===== config.mk =====
export PLATFORM = sky130hd
export DESIGN_NAME = fla_ram
export DESIGN_NICKNAME = d
export VERILOG_FILES = /design/src/design/free_list_allocator_defines.svh /design/src/design/fla_ram.sv
export SDC_FILE = /design/constraint.sdc
export NUM_CORES = 2
export LEC_CHECK = 0
export BUFFER_PORTS_ARGS = -buffer_cell sky130_fd_sc_hd__buf_2
export CAP_MARGIN = 20
export CORE_UTILIZATION = 67
export DETAILED_ROUTE_END_ITERATION = 7
export PLACE_DENSITY = 0.84
export SLEW_MARGIN = 15
export SYNTH_ARGS = -nofsm -noshare
export SYNTH_HDL_FRONTEND = slang
export SYNTH_SLANG_ARGS = --single-unit

===== constraint.sdc =====
create_clock -name clk -period 12.73 [get_ports clk]
set_clock_uncertainty 0.05 [all_clocks]
set_input_delay 2.546 -clock clk [delete_from_list [all_inputs] [get_ports clk]]
set_output_delay 2.546 -clock clk [all_outputs]
set_load 0.005 [all_outputs]

===== src/design/free_list_allocator_defines.svh =====
// Assertion macros used by the allocator module.
`ifndef FREE_LIST_ALLOCATOR_DEFINES_SVH
`define FREE_LIST_ALLOCATOR_DEFINES_SVH

// Implication checked on every clock edge outside reset.
`define FLA_ASSERT_IMP(label, clk, rst_n, ante, cons) \
  label: assert property (@(posedge clk) disable iff (!rst_n) (ante) |-> (cons)) \
    else $error("assertion failed");

// Implication whose consequent is checked in the cycle after the antecedent.
`define FLA_ASSERT_NXT(label, clk, rst_n, ante, cons) \
  label: assert property (@(posedge clk) disable iff (!rst_n) (ante) |=> (cons)) \
    else $error("assertion failed");

`endif


===== src/design/fla_ram.sv =====
// Generic single-write, single-read RAM with registered read data.
module fla_ram #(
  parameter int unsigned WIDTH = 32,
  parameter int unsigned DEPTH = 64
) (
  input  logic                     clk,
  input  logic                     wen,
  input  logic [$clog2(DEPTH)-1:0] waddr,
  input  logic [WIDTH-1:0]         wdata,
  input  logic [$clog2(DEPTH)-1:0] raddr,
  output logic [WIDTH-1:0]         rdata
);

  logic [WIDTH-1:0] mem [DEPTH];

  // Write and registered read.
  always_ff @(posedge clk) begin
    if (wen) begin
      mem[waddr] <= wdata;
    end
    rdata <= mem[raddr];
  end

endmodule


==> impl_metrics.yaml <==
floorplanning:
  initial_core_util: 0.676
  die_area_sq_mm: 0.119
  die_y_um: 344
  dieWidth_um: 344
  core_sq_mm: 0.116
  num_io_pins: 78
  rows: 125
critical_path:
  crit_required_ns: 13.34
  arrival_ns: 6.83
  startpoint: "raddr[0]"
  rr_startpoint: "mem[14][30]"
  cp_cell_sequence: "buf_8 > buf_4 > buf_4 > nand3b_1 > o221ai_1 > a21oi_1 > a21oi_1 > nor2_1"
  path_max_fanout: 70
  crit_path_end_kind: "register"
  worstSetupPathType: "in2reg"
  slowest_delay_ns: 0.85
  cp-start-kind: "input port"
  cp_slowest_cell: "buf_4"
placed_design:
  port_buffers: 77
  gp_congestion: 0.841
  place_hpwl_mm: 109
  place_ws_ns: 5.86
  placed_area_sq_mm: 0.0812
global_routing:
  met3_usage: 0.102
  grt_pass1_vias: 41200
  grtUsageTotal: 0.383
  antenna_found_initial: 17
  grt.met1_usage: 0.490
  grt_max_degree: 121
  met2_usage: 0.607
  grt_pass1_wl_mm: 306
  overflow: 0
  grt_most_used_layer: "met2"
drt:
  viasPerCell: 7.72
  dr.pass1.iters: 5
  num_vias: 40200
  wl_per_cell_um: 42.7
  initialDrtViolationCount: 7015
  routed_wl_mm: 222
  drc: 0
  drtAntennaViolNets: 0
clocking:
  clockRootBuffer: "clkbuf_16"
  cts_buffers: 193
  cts_setup_buffers: 0
  cts_tree: "done"
  hold_buffers: 0
  clockBufferDepth: 3
  htreeDepth: 4
  cts_sinks: 2080
  clk_pin_slew_ns: 0.07
  postCtsResizedCells: 0
  insertion_delay_ns: 0.82
finish:
  final_net_count: 3569
  fillers: 5511
  mostFrequentLayoutCells: "edfxtp_1 (2,048), mux4_2 (544), clkbuf_16 (197)"
  fin_util: 0.754
  multi_input_area_sq_mm: 0.0160
  area_growth_pct: 11.6
  drive_gt1_frac: 0.291
  fin_area_sq_mm: 0.0876
  regArea_sq_mm: 0.0621
  final_common_cell: "edfxtp_1"
power_and_ir_drop:
  power_density_mw_per_mm2: 160
  p_leak_nw: 27.3
  ir_drop_v: 0.000144
job:
  cap_violations: 0
synth:
  ys_ff_latch: 2080
  synth_seq_area_share: 0.791
  syn_area_per_cell_sq_um: 23.6
  syn-cell-area_sq_mm: 0.0785
  syn-instance-count: 3324
  synthDistinctLibCells: 34
  yosys_warnings: 0
  syn_nets: 3370
sta:
  hold_viol: 0
  fin_crit_sh: 0.489
  timing.fmax_mhz: 161
  slew_headroom: 0.179
  slew_viol_final: 0
  setup_ws_ns: 6.50
  setup_viol: 0
  setup_tns_ns: 0
  rsz0062_at_grt: "false"
  min_period_ns: 6.23
  worst_pin_slew_ns: 1.23
min_path:
  holdCritPathClass: "reg2reg"
  hold_start: "mem[12][4]"
status:
  status: "completed"
## flip-flops by register name (all words and copies together) (netlist names)
register	cells
mem	2048
rdata	32
## synth_stat cells
cell type  number  area share
a21oi_1        62      0.0040
a22oi_1        12      0.0011
a311oi_1        8     0.00089
a31oi_1         1    0.000080
a41o_1          4     0.00051
and2_1          2     0.00016
and3_1          4     0.00032
buf_1          21      0.0010
buf_2          57      0.0036
buf_4          25      0.0024
buf_6           5     0.00072
clkbuf_1       74      0.0035
dfxtp_1        32      0.0082
edfxtp_1     2048        0.78
mux2i_1        93       0.012
mux4_2        544        0.16
nand2_1        26      0.0012
nand2b_1        8     0.00064
nand3_1         5     0.00032
nand3b_1        5     0.00048
nand4_1         2     0.00016
nand4b_1        1     0.00011
nor2_1        137      0.0065
nor2b_1        15      0.0012
nor3_1          7     0.00045
o221ai_1       27      0.0030
o22ai_1        84      0.0067
o32ai_1         4     0.00045
or2_0           1    0.000080
or2_1           1    0.000080
or2_2           1    0.000080
or3_1           3     0.00024
or3b_1          2     0.00022
or3b_2          3     0.00033
## critical path, delay by kind of cell
family	cells	cell delay (ns)
compound gates	3	1.06
buf+inv	3	2.24
simple gates	2	0.77
## final timing paths
check	end	slack, ns	depth (start not counted)
max reg2reg	rdata[30]	10.22	4
min reg2reg	rdata[4]	0.74	4
min	rdata[4]	0.74	4
max	rdata[25]	6.50	8
## metal layers
| layer | routed length (um) | vias up |
|---|---|---|
| met5 | 77 | - |
| met4 | 13900 | 12 |
| met3 | 32000 | 861 |
| met2 | 108000 | 4151 |
| met1 | 68500 | 20500 |
| li1 | - | 14600 |
## where the power goes
group	internal, mW	total [mW]	switching [mW]
Combinational	0.251	0.690	0.439
Sequential	7.58	7.62	0.0397
Clock	3.25	5.75	2.50
Total	11.1	14.1	2.98
## logic make-up (layout without fill, tap and decap cells)
group           after synthesis  in the layout  synth area share
mux                         637            637             0.168
buf+inv                     182            530            0.0113
simple gates                223            223            0.0127
compound gates              202            202            0.0167
flops                      2080           2080             0.791
other cells                   0              9                 0
## cell type report
type / instances / share of cell area
Antenna cell: 9 / 0.000257
Clock buffer: 252 / 0.0596
Clock inverter: 92 / 0.0106
Multi-Input combinational cell: 1062 / 0.182
Sequential cell: 2080 / 0.709
Tap cell: 1524 / 0.0218
Timing Repair Buffer: 186 / 0.0164
## metrics by stage
step | total power, mW | hold slack [ns] | std cells
finish | 14.1 | 0.738 | 5205
global route | 14.3 | 0.762 | 5197
CTS | 14.0 | 0.718 | 5185
detailed placement | 8.41 | 0.690 | 4841
global placement | 8.37 | 0.688 | 4840
floorplan | 8.11 | 0.613 | 3324
Note: power is estimated with default switching activity, not from simulation.
